[config.mk]
export PLATFORM = sky130hd
export DESIGN_NAME = tcse_ctrl
export DESIGN_NICKNAME = d
export VERILOG_FILES = /design/src/hdl/tcse_pkg.sv /design/src/hdl/tcse_ctrl.sv
export SDC_FILE = /design/constraint.sdc
export NUM_CORES = 1
export LEC_CHECK = 0
export BUFFER_PORTS_ARGS = -buffer_cell sky130_fd_sc_hd__buf_2
export CORE_MARGIN = 4
export CORE_UTILIZATION = 45
export DETAILED_ROUTE_END_ITERATION = 10
export PLACE_DENSITY = 0.7
export SYNTH_ARGS = -nofsm -noshare
export SYNTH_HDL_FRONTEND = slang
export SYNTH_SLANG_ARGS = --single-unit
export TNS_END_PERCENT = 30
[constraint.sdc]
create_clock -name aclk -period 1.5 [get_ports aclk]
set_input_delay 0.15 -clock aclk [delete_from_list [all_inputs] [get_ports aclk]]
set_output_delay 0.15 -clock aclk [all_outputs]
set_load 0.03 [all_outputs]
[src/hdl/tcse_pkg.sv]
`default_nettype none

package tcse_pkg;

    // Default store size in cells.
    localparam int DEF_BUFFER_CELLS = 16384;

    // Arithmetic on cursor and origin wraps at 32 bits.
    localparam int DW = 32;

    localparam int OP_W       = 2;
    localparam int CHAR_W     = 8;
    localparam int IDX_W      = 14;
    localparam int POS_W      = 14;
    localparam int CELL_W     = 16;
    localparam int COL_W      = 8;
    localparam int ROW_W      = 6;
    localparam int TAB_W      = 8;
    localparam int ATTR_W     = 8;
    localparam int CFG_IDX_W  = 2;
    localparam int CFG_DATA_W = 8;
    localparam int PROD_W     = COL_W + ROW_W;

    localparam logic [COL_W-1:0]  RST_COLUMNS   = 8'd80;
    localparam logic [ROW_W-1:0]  RST_ROWS      = 6'd25;
    localparam logic [TAB_W-1:0]  RST_TAB_WIDTH = 8'd8;
    localparam logic [ATTR_W-1:0] RST_ATTRIBUTE = 8'd7;
    localparam logic [CELL_W-1:0] RESET_CELL    = 16'h0720;

    localparam logic [CHAR_W-1:0] CH_CR    = 8'd13;
    localparam logic [CHAR_W-1:0] CH_BS    = 8'd8;
    localparam logic [CHAR_W-1:0] CH_LF    = 8'd10;
    localparam logic [CHAR_W-1:0] CH_TAB   = 8'd9;
    localparam logic [CHAR_W-1:0] CH_SPACE = 8'd32;

    // Remainder unit: four dividend bits per cycle.
    localparam int DIV_RADIX_BITS = 4;
    localparam int DIV_STEPS      = DW / DIV_RADIX_BITS;
    localparam int DIV_CNT_W      = $clog2(DIV_STEPS);
    localparam int DIVISOR_W      = 8;

    typedef enum logic [OP_W-1:0] {
        OP_PUT   = 2'd0,
        OP_READ  = 2'd1,
        OP_CLEAR = 2'd2,
        OP_NONE  = 2'd3
    } op_t;

    typedef enum logic [CFG_IDX_W-1:0] {
        CFG_COLUMNS   = 2'd0,
        CFG_ROWS      = 2'd1,
        CFG_TAB_WIDTH = 2'd2,
        CFG_ATTRIBUTE = 2'd3
    } cfg_idx_t;

    typedef enum logic [2:0] {
        CLS_CR,
        CLS_BS,
        CLS_LF,
        CLS_TAB,
        CLS_PRINT
    } ch_class_t;

    typedef enum logic [4:0] {
        CMD_NONE,
        CMD_INIT_WR,
        CMD_LOAD,
        CMD_DIV_USABLE,
        CMD_SET_USABLE,
        CMD_DIV_CUR,
        CMD_DIV_LF,
        CMD_DIV_X,
        CMD_DIV_TAB,
        CMD_DIV_SCROLL,
        CMD_ROUND_CUR,
        CMD_BS_APPLY,
        CMD_SET_X,
        CMD_TAB_SET,
        CMD_PUT_WR,
        CMD_WRAP_START,
        CMD_COPY_RD,
        CMD_COPY_WR,
        CMD_SET_TOP,
        CMD_CLR_START,
        CMD_FILL_WR,
        CMD_READ,
        CMD_READ_CAP,
        CMD_EMIT
    } cmd_t;

    typedef enum logic [4:0] {
        ST_INIT,
        ST_IDLE,
        ST_USE,
        ST_USE_WAIT,
        ST_PUT,
        ST_CR_WAIT,
        ST_BS_WAIT,
        ST_LF_WAIT,
        ST_TABX_WAIT,
        ST_TABN,
        ST_TABN_WAIT,
        ST_WRAP_CHK,
        ST_COPY_RD,
        ST_COPY_WR,
        ST_SCROLL_CHK,
        ST_SCROLL_WAIT,
        ST_FILL,
        ST_CLR,
        ST_READ,
        ST_READ_WAIT,
        ST_RESULT
    } state_t;

    typedef struct packed {
        logic      div_done;
        op_t       op;
        ch_class_t ch;
        logic      nx_ge_cx;
        logic      cur_ge_usable;
        logic      need_scroll;
        logic      fill_go;
        logic      copy_last;
        logic      init_last;
        logic      out_free;
    } status_t;

endpackage

`default_nettype wire

[src/hdl/tcse_ctrl.sv]
`default_nettype none

module tcse_ctrl
    import tcse_pkg::*;
(
    input  wire logic    aclk,
    input  wire logic    aresetn,
    input  wire logic    s_valid,
    output logic         s_ready,
    input  wire status_t status,
    output cmd_t         cmd
);

    state_t state_reg;
    state_t state_next;

    always_ff @(posedge aclk) begin
        if (!aresetn) begin
            state_reg <= ST_INIT;
        end else begin
            state_reg <= state_next;
        end
    end

    always_comb begin
        state_next = state_reg;
        cmd        = CMD_NONE;
        s_ready    = 1'b0;
        case (state_reg)
            ST_INIT: begin
                cmd = CMD_INIT_WR;
                if (status.init_last) begin
                    state_next = ST_IDLE;
                end
            end
            ST_IDLE: begin
                s_ready = 1'b1;
                if (s_valid) begin
                    cmd        = CMD_LOAD;
                    state_next = ST_USE;
                end
            end
            ST_USE: begin
                cmd        = CMD_DIV_USABLE;
                state_next = ST_USE_WAIT;
            end
            ST_USE_WAIT: begin
                if (status.div_done) begin
                    cmd = CMD_SET_USABLE;
                    case (status.op)
                        OP_PUT:   state_next = ST_PUT;
                        OP_READ:  state_next = ST_READ;
                        OP_CLEAR: state_next = ST_CLR;
                        default:  state_next = ST_RESULT;
                    endcase
                end
            end
            ST_PUT: begin
                case (status.ch)
                    CLS_CR: begin
                        cmd        = CMD_DIV_CUR;
                        state_next = ST_CR_WAIT;
                    end
                    CLS_BS: begin
                        cmd        = CMD_DIV_CUR;
                        state_next = ST_BS_WAIT;
                    end
                    CLS_LF: begin
                        cmd        = CMD_DIV_LF;
                        state_next = ST_LF_WAIT;
                    end
                    CLS_TAB: begin
                        cmd        = CMD_DIV_X;
                        state_next = ST_TABX_WAIT;
                    end
                    default: begin
                        cmd        = CMD_PUT_WR;
                        state_next = ST_WRAP_CHK;
                    end
                endcase
            end
            ST_CR_WAIT: begin
                if (status.div_done) begin
                    cmd        = CMD_ROUND_CUR;
                    state_next = ST_RESULT;
                end
            end
            ST_BS_WAIT: begin
                if (status.div_done) begin
                    cmd        = CMD_BS_APPLY;
                    state_next = ST_RESULT;
                end
            end
            ST_LF_WAIT: begin
                if (status.div_done) begin
                    cmd        = CMD_ROUND_CUR;
                    state_next = ST_WRAP_CHK;
                end
            end
            ST_TABX_WAIT: begin
                if (status.div_done) begin
                    cmd        = CMD_SET_X;
                    state_next = ST_TABN;
                end
            end
            ST_TABN: begin
                cmd        = CMD_DIV_TAB;
                state_next = ST_TABN_WAIT;
            end
            ST_TABN_WAIT: begin
                if (status.div_done) begin
                    if (status.nx_ge_cx) begin
                        cmd        = CMD_DIV_LF;
                        state_next = ST_LF_WAIT;
                    end else begin
                        cmd        = CMD_TAB_SET;
                        state_next = ST_WRAP_CHK;
                    end
                end
            end
            ST_WRAP_CHK: begin
                if (status.cur_ge_usable) begin
                    cmd        = CMD_WRAP_START;
                    state_next = ST_COPY_RD;
                end else begin
                    state_next = ST_SCROLL_CHK;
                end
            end
            ST_COPY_RD: begin
                cmd        = CMD_COPY_RD;
                state_next = ST_COPY_WR;
            end
            ST_COPY_WR: begin
                cmd = CMD_COPY_WR;
                if (status.copy_last) begin
                    state_next = ST_SCROLL_CHK;
                end else begin
                    state_next = ST_COPY_RD;
                end
            end
            ST_SCROLL_CHK: begin
                if (status.need_scroll) begin
                    cmd        = CMD_DIV_SCROLL;
                    state_next = ST_SCROLL_WAIT;
                end else begin
                    state_next = ST_RESULT;
                end
            end
            ST_SCROLL_WAIT: begin
                if (status.div_done) begin
                    cmd        = CMD_SET_TOP;
                    state_next = ST_FILL;
                end
            end
            ST_FILL: begin
                if (status.fill_go) begin
                    cmd = CMD_FILL_WR;
                end else begin
                    state_next = ST_RESULT;
                end
            end
            ST_CLR: begin
                cmd        = CMD_CLR_START;
                state_next = ST_FILL;
            end
            ST_READ: begin
                cmd        = CMD_READ;
                state_next = ST_READ_WAIT;
            end
            ST_READ_WAIT: begin
                cmd        = CMD_READ_CAP;
                state_next = ST_RESULT;
            end
            ST_RESULT: begin
                if (status.out_free) begin
                    cmd        = CMD_EMIT;
                    state_next = ST_IDLE;
                end
            end
            default: begin
                state_next = ST_IDLE;
            end
        endcase
    end

endmodule

`default_nettype wire

==> run metrics, run 1 <==
time the worst path needs with I/O delays and setup 1.807 ns; number of setup violations in the final report 10; number of instances in the synthesized netlist approximately 160; critical path class reg -> out; die footprint between 3000 and 4000 um2; failing checks setup timing; most frequent cells after synthesis sky130_fd_sc_hd__nand2_1, sky130_fd_sc_hd__nor2_1, sky130_fd_sc_hd__o21ai_0; maximum fanout count along the critical path 5; run status finished, violations left; # clock sinks 5; number of global-route vias before repair 1495; Routed WL 4.514 mm; final global-route overflow total 0; global placer's final weighted congestion about 0.93; dominant synthesized flop cell sky130_fd_sc_hd__dfxtp_1; net count of the mapped netlist ~180; YS warnings 0; internal power summed over all cells 1.663 mW; sequential element share of the synthesized area 0.09259; compound-gate portion of the synthesized area 0.3819; met1 Track Usage GR 0.3134; row count 17; fin nets 245; core area 2255 um2; area of combinational cells with multiple inputs 968.4 um2; most common cell in the synthesized netlist sky130_fd_sc_hd__nand2_1; biggest cell delay along the critical path around 0.38 ns; Static Leak 0.8116 nW; met3 capacity usage during global routing 0.03394; clock-pin slew on the worst setup and hold paths about 0.050 ns; number of placed I/O pins 22; dominant combinational cell family by area after synthesis compound AO/OA/AOI/OAI gates; FMAX 0.5535 GHz; final std cell area, no fill 1789 um2; arrival time of the worst setup path 1.66 ns; cells along the critical path buf_6, nand2b_4, nor4_4, o21ai_1, and3_1, o21ai_2, buf_6; proportion of synthesized flip-flops having asynchronous set or reset 0; WP data required 1.35 ns; post-synthesis adder-cell area fraction 0.03472; Initial Utilization 0.4795; Detailed Route Iter0 Violations about 120; Fin Clk Skew 0.002690 ns; number of enable flip-flop cells after synthesis 0; clock tree from TritonCTS built; setup ws final -0.3065 ns; fraction of synthesized cell area in xor and xnor cells 0.01620; RSZ-0062 raised after global routing true; synth top area cells sky130_fd_sc_hd__dfxtp_1, sky130_fd_sc_hd__nand2_1, sky130_fd_sc_hd__buf_4, sky130_fd_sc_hd__o21ai_0, sky130_fd_sc_hd__nor2_1; largest voltage drop on the vdd net 1.331 mV; max-cap violation count 0; half-perimeter wire length after placement between 3 and 4 mm; H-tree Lvls 1; total power density per cell area 1776 nW/um2; post-route ant nets 0; Tightest Pin Transition 0.3522 ns; number of max-slew violations in the final report 0; final count of hold timing violations 0; maximum number of pins on one net before global-route repair 12; Avg Vias per Cell 6.364; cell with the largest stage delay on the worst path sky130_fd_sc_hd__dfxtp_4; width of the die 57.02 um; library cells used by synthesis 52; final routed wire length divided by cell count 17.84 um; clk root buf sky130_fd_sc_hd__clkbuf_4; number of buffers created by CTS 3; post-route DRC violation count 0; fraction of synthesized area in multiplexers 0.02894; number of synthesized register bits 5; via total after detailed routing 1610; Area Overhead vs Synth 65.51%; combinational group share of total power 0.855; relative slew slack 0.7630; fraction of layout instances using a drive strength above 1 0.4889; CP Launch Type register; share of Yosys cell area claimed by the top area cell type 0.09259; latest clock arrival within the worst-skew pair between 0.2 and 0.25 ns; fin crit share 1.204; Port Buf Inserts 21; global router's overall resource usage 0.2595; Total Negative Setup Slacks -1.808 ns; most frequent CP cell sky130_fd_sc_hd__buf_6; clock power share 0.050; number of optimization iterations in the first detailed-route pass 5; net switching power 1.514 mW; Sequential Area 118.9 um2; first-pass GRT wire length 6.810 mm; average size of a mapped cell 6.799 um2; HP Class in -> reg; Vert. Die Dim 57.02 um; share of power burned in registers 0.095; CP Capture Type output pin; max reg flops 5; met2 track demand over resource in global routing 0.4535; initial antenna violation count 0; switching part of the total 0.4765; area of placed instances 1516 um2; busiest layer in global routing met2; post-synthesis share of cell area spent on and, or, nand and nor gates 0.3299; ant diodes 0; CTS max path bufs 2; largest area contributor in the netlist sky130_fd_sc_hd__dfxtp_1; Layout fillers 147; post-synth design cell area 1081 um2
## routing by layer
layer,wire [um],vias up
met3,442,22
met1,1754,736
met4,182,0
li1,-,732
met2,2135,120
met5,0,-
## power groups by stage
stage               Combinational, mW  Sequential, mW  Clock (mW)
finish                           2.72           0.301       0.158
floorplan                        1.42           0.208           0
global route                     2.85           0.304       0.172
global placement                 2.16           0.255           0
detailed placement               2.19           0.258           0
CTS                              2.50           0.285       0.161
## through the flow
stage	hold slack, ns	setup WS (ns)	instances	utilization	power (mW)
after global placement	0.4314	-0.1781	240	0.6726	2.416
final	0.1902	-0.3065	253	0.7936	3.177
after floorplan	0.2675	-0.04957	159	-	1.629
after detailed placement	0.4388	-0.1824	240	0.6726	2.443
after CTS	0.1752	-0.2662	249	0.7547	2.945
after global routing	0.1975	-0.3652	253	0.7936	3.329
## logic make-up (layout without fill, tap and decap cells)
family                     after synthesis  in the layout
muxes                                    3              3
AOI/OAI and AO/OA                       59             59
DFF                                      5              5
xor gates and xnor gates                 2              2
adders and majority gates                3              3
buffers and inverters                   22             88
and+or+nand+nor                         65             65
## what timing repair did
| item | CTS | global route |
|---|---|---|
| resized for setup | 38 | 9 |
| setup buffers | 5 | 3 |
| hold buffers | 0 | 0 |
| pin swaps | 4 | 5 |
| endpoints found under the setup margin | 11 | 11 |
| cloned | 0 | 1 |
## placed cells by master, fill, tap and decap left out, types with 2 or more instances in the layout
cell type / Yosys / layout
sky130_fd_sc_hd__inv_1: 5 / 5
sky130_fd_sc_hd__a21oi_1: 8 / 7
sky130_fd_sc_hd__buf_6: 1 / 7
sky130_fd_sc_hd__a31oi_1: 4 / 4
sky130_fd_sc_hd__o211a_1: 3 / 3
sky130_fd_sc_hd__nor3_1: 2 / 2
sky130_fd_sc_hd__buf_2: 7 / 15
sky130_fd_sc_hd__nor2b_1: 4 / 4
sky130_fd_sc_hd__nand3_1: 2 / 2
sky130_fd_sc_hd__nor4_4: 0 / 2
sky130_fd_sc_hd__ha_1: 3 / 3
sky130_fd_sc_hd__nand2b_4: 0 / 3
sky130_fd_sc_hd__nand2b_1: 5 / 3
sky130_fd_sc_hd__nand4_1: 4 / 4
sky130_fd_sc_hd__buf_8: 0 / 2
sky130_fd_sc_hd__buf_4: 7 / 51
sky130_fd_sc_hd__o21ai_1: 6 / 6
sky130_fd_sc_hd__nor2_1: 12 / 10
sky130_fd_sc_hd__nor2_4: 0 / 2
sky130_fd_sc_hd__o32ai_1: 2 / 2
sky130_fd_sc_hd__o311a_1: 2 / 2
sky130_fd_sc_hd__nand2_1: 15 / 14
sky130_fd_sc_hd__nor2_2: 2 / 2
sky130_fd_sc_hd__o21ai_0: 10 / 9
sky130_fd_sc_hd__xor2_1: 2 / 2
sky130_fd_sc_hd__clkbuf_4: 0 / 3
sky130_fd_sc_hd__mux2i_1: 2 / 2
sky130_fd_sc_hd__dfxtp_4: 0 / 5
sky130_fd_sc_hd__nand2_2: 1 / 2
sky130_fd_sc_hd__a21o_1: 3 / 3
sky130_fd_sc_hd__nor4_1: 3 / 2
sky130_fd_sc_hd__o22ai_1: 6 / 6
sky130_fd_sc_hd__and3_1: 4 / 4
## worst paths after layout
kind / start / to / slack [ns] / cells past startpoint
worst max-delay path: state_reg[2] / cmd[1] / -0.31 / 7
worst min-delay path: aresetn / state_reg[0] / 0.19 / 2
worst max register to register: state_reg[3] / state_reg[2] / -0.12 / 8
worst min register to register: state_reg[0] / state_reg[0] / 0.66 / 2
## critical path, delay by kind of cell, from the launching register on
kind	cells	cell delay, ns
AO/OA/AOI/OAI	2	0.19
buffers and inverters	2	0.25
flip-flops	1	0.38
AND/OR/NAND/NOR	3	0.58
## cell type report
type | instances | area share
repair buffers | 77 | 0.3420
well taps | 28 | 0.01958
clock buffers | 4 | 0.01469
inverters | 7 | 0.01608
multi-input cells | 132 | 0.5413
flip-flops and latches | 5 | 0.06643
Note: power is estimated with default switching activity, not from simulation.
==> inputs of run 2 (changes only) <==
Settings changed: GPL_ROUTABILITY_DRIVEN set to 0, PLACE_DENSITY 0.7 to 0.73.
Clock period 1.5 ns to 1.6 ns, I/O delays scaled along.
==> run 2 against run 1 <==
Against the previous run: the run still ends with setup timing left; cell count down 4.7%; worst setup slack better by 0.13 ns; clock skew up 0.0045 ns; core utilization down 6.7 points; critical path type unchanged; critical endpoint unchanged; highest routed layer unchanged.
==> run metrics, run 2 (same netlist as run 1, synthesis figures left out) <==
number of max-slew violations in the final report 0 (unchanged); CP Capture Type output pin (unchanged); width of the die 57.02 um (unchanged); largest voltage drop on the vdd net 1.102 mV (was 1.331 mV); WP data required 1.44 ns (was 1.35 ns); area of placed instances 1461 um2 (was 1516 um2); maximum fanout count along the critical path 12 (was 5); fin crit share 1.110; Area Overhead vs Synth 51.50% (was 65.51%); die footprint 3251 um2 (unchanged); setup ws final -0.1755 ns (was -0.3065 ns); CP Launch Type register (unchanged); Layout fillers 183 (was 147); cells along the critical path buf_6, nor4_4, o21ai_1, and3_1, o21ai_1, buf_4 (was buf_6, nand2b_4, nor4_4, o21ai_1, and3_1, o21ai_2, buf_6); cell with the largest stage delay on the worst path sky130_fd_sc_hd__dfxtp_4 (unchanged); Port Buf Inserts 21 (unchanged); area of combinational cells with multiple inputs 932.1 um2 (was 968.4 um2); post-route ant nets 0 (unchanged); leading cell type in the layout, fill and taps excluded sky130_fd_sc_hd__buf_4 (unchanged); CTS max path bufs 2 (unchanged); clk root buf sky130_fd_sc_hd__clkbuf_4 (unchanged); Sequential Area 118.9 um2 (unchanged); post-route DRC violation count 0 (unchanged); Routed WL 4.019 mm (was 4.514 mm); final total power 2.676 mW (was 3.177 mW); first-pass GRT wire length 6.755 mm (was 6.810 mm); fraction of layout instances using a drive strength above 1 0.4507 (was 0.4889); clock tree from TritonCTS built (unchanged); half-perimeter wire length after placement 3.003 mm (was 3.089 mm); max-cap violation count 0 (unchanged); clock-pin slew on the worst setup and hold paths 0.05 ns (about the same); ant diodes 0 (unchanged); Static Leak 0.7348 nW (was 0.8116 nW); biggest cell delay along the critical path 0.38 ns (about the same); most frequent CP cell sky130_fd_sc_hd__o21ai_1 (was sky130_fd_sc_hd__buf_6); RSZ-0062 raised after global routing true (unchanged); number of placed I/O pins 22 (unchanged); Worst Setup Slack post-DPL -0.1386 ns (was -0.1824 ns); relative slew slack 0.7743 (was 0.7630); initial antenna violation count 0 (unchanged); Tightest Pin Transition 0.3338 ns (was 0.3522 ns); buffers plus inverters on the worst setup path 2 (unchanged); fin nets 233 (was 245); final count of hold timing violations 0 (unchanged); cts-stage hold buffer count 0 (unchanged); HP Class in -> reg (unchanged); # clock sinks 5 (unchanged); final routed wire length divided by cell count 16.68 um (was 17.84 um); category of cells accounting for the largest share of critical-path delay simple AND/OR/NAND/NOR gates (unchanged); number of optimization iterations in the first detailed-route pass 4 (was 5); number of buffers created by CTS 3 (unchanged); global router's overall resource usage 0.2526 (was 0.2595); maximum number of pins on one net before global-route repair 13 (was 12); Fin Clk Skew 0.007193 ns (was 0.002690 ns); FMAX roughly 0.56 GHz; Vert. Die Dim 57.02 um (unchanged); number of setup violations in the final report 6 (was 10); critical path class reg -> out (unchanged); total power density per cell area 1634 nW/um2 (was 1776 nW/um2); max reg flops 5 (unchanged); Avg Vias per Cell 6.166 (was 6.364); final std cell area, no fill 1638 um2 (was 1789 um2); run status finished, violations left (unchanged); final global-route overflow total 0 (unchanged); Initial Utilization 0.4795 (unchanged); commonest cells after routing, fill and taps aside sky130_fd_sc_hd__buf_4, sky130_fd_sc_hd__buf_2, sky130_fd_sc_hd__nand2_1 (unchanged); via total after detailed routing 1486 (was 1610); core area 2255 um2 (unchanged); row count 17 (unchanged); H-tree Lvls 1 (unchanged); arrival time of the worst setup path 1.62 ns (was 1.66 ns); Detailed Route Iter0 Violations 82 (was 122); time the worst path needs with I/O delays and setup between 1.5 and 2 ns; failing checks setup timing (unchanged); number of global-route vias before repair 1460 (was 1495); latest clock arrival within the worst-skew pair 0.24 ns (about the same)
-- run 2: metrics by stage --
| step | util | std cells | TNS, ns | hold WS, ns |
|---|---|---|---|---|
| floorplan | - | 159 | -0.1577 | 0.2775 |
| global placement | 0.6482 | 233 | -0.1760 | 0.4469 |
| detailed placement | 0.6482 | 233 | -0.5569 | 0.4531 |
| CTS | 0.7098 | 239 | -0.7613 | 0.1941 |
| global route | 0.7264 | 241 | -1.472 | 0.2034 |
| finish | 0.7264 | 241 | -0.7305 | 0.1944 |
-- run 2: area by class of cell --
type | instances | share of cell area
multi-input combinational | 132 | 0.5691
timing repair buffer | 65 | 0.3048
sequential | 5 | 0.07257
tap | 28 | 0.02139
clock buffer | 4 | 0.01604
inverter | 7 | 0.01604
-- run 2: worst paths after layout --
| check | slack [ns] | endpoint | from | cells after the start |
|---|---|---|---|---|
| worst min-delay path | 0.19 | state_reg[2] | aresetn | 2 |
| worst max-delay path | -0.18 | cmd[1] | state_reg[1] | 6 |
| worst min register to register | 0.74 | state_reg[3] | state_reg[3] | 3 |
| worst max register to register | -0.02 | state_reg[3] | state_reg[0] | 6 |
-- run 2: power breakdown --
group	switching (mW)	internal, mW
combinational	1.15	1.09
sequential	0.0916	0.190
clock	0.0565	0.0946
-- run 2: per-layer routing --
metal / global-route usage / up-vias / part of all wire
met5: 0 / - / 0
li1: - / 709 / -
met3: 0.04072 / 9 / 0.084
met1: 0.3283 / 678 / 0.41
met2: 0.4307 / 90 / 0.49
met4: 0.06954 / 0 / 0.015
-- run 2: repair_timing --
| item | 4_1_cts | 5_1_grt |
|---|---|---|
| setup buffers | 2 | 2 |
| endpoints found under the hold margin | 0 | 0 |
| resized for setup | 31 | 8 |
| gates cloned | 0 | 0 |
| pin swaps | 5 | 4 |
| setup endpoints to repair | 10 | 11 |
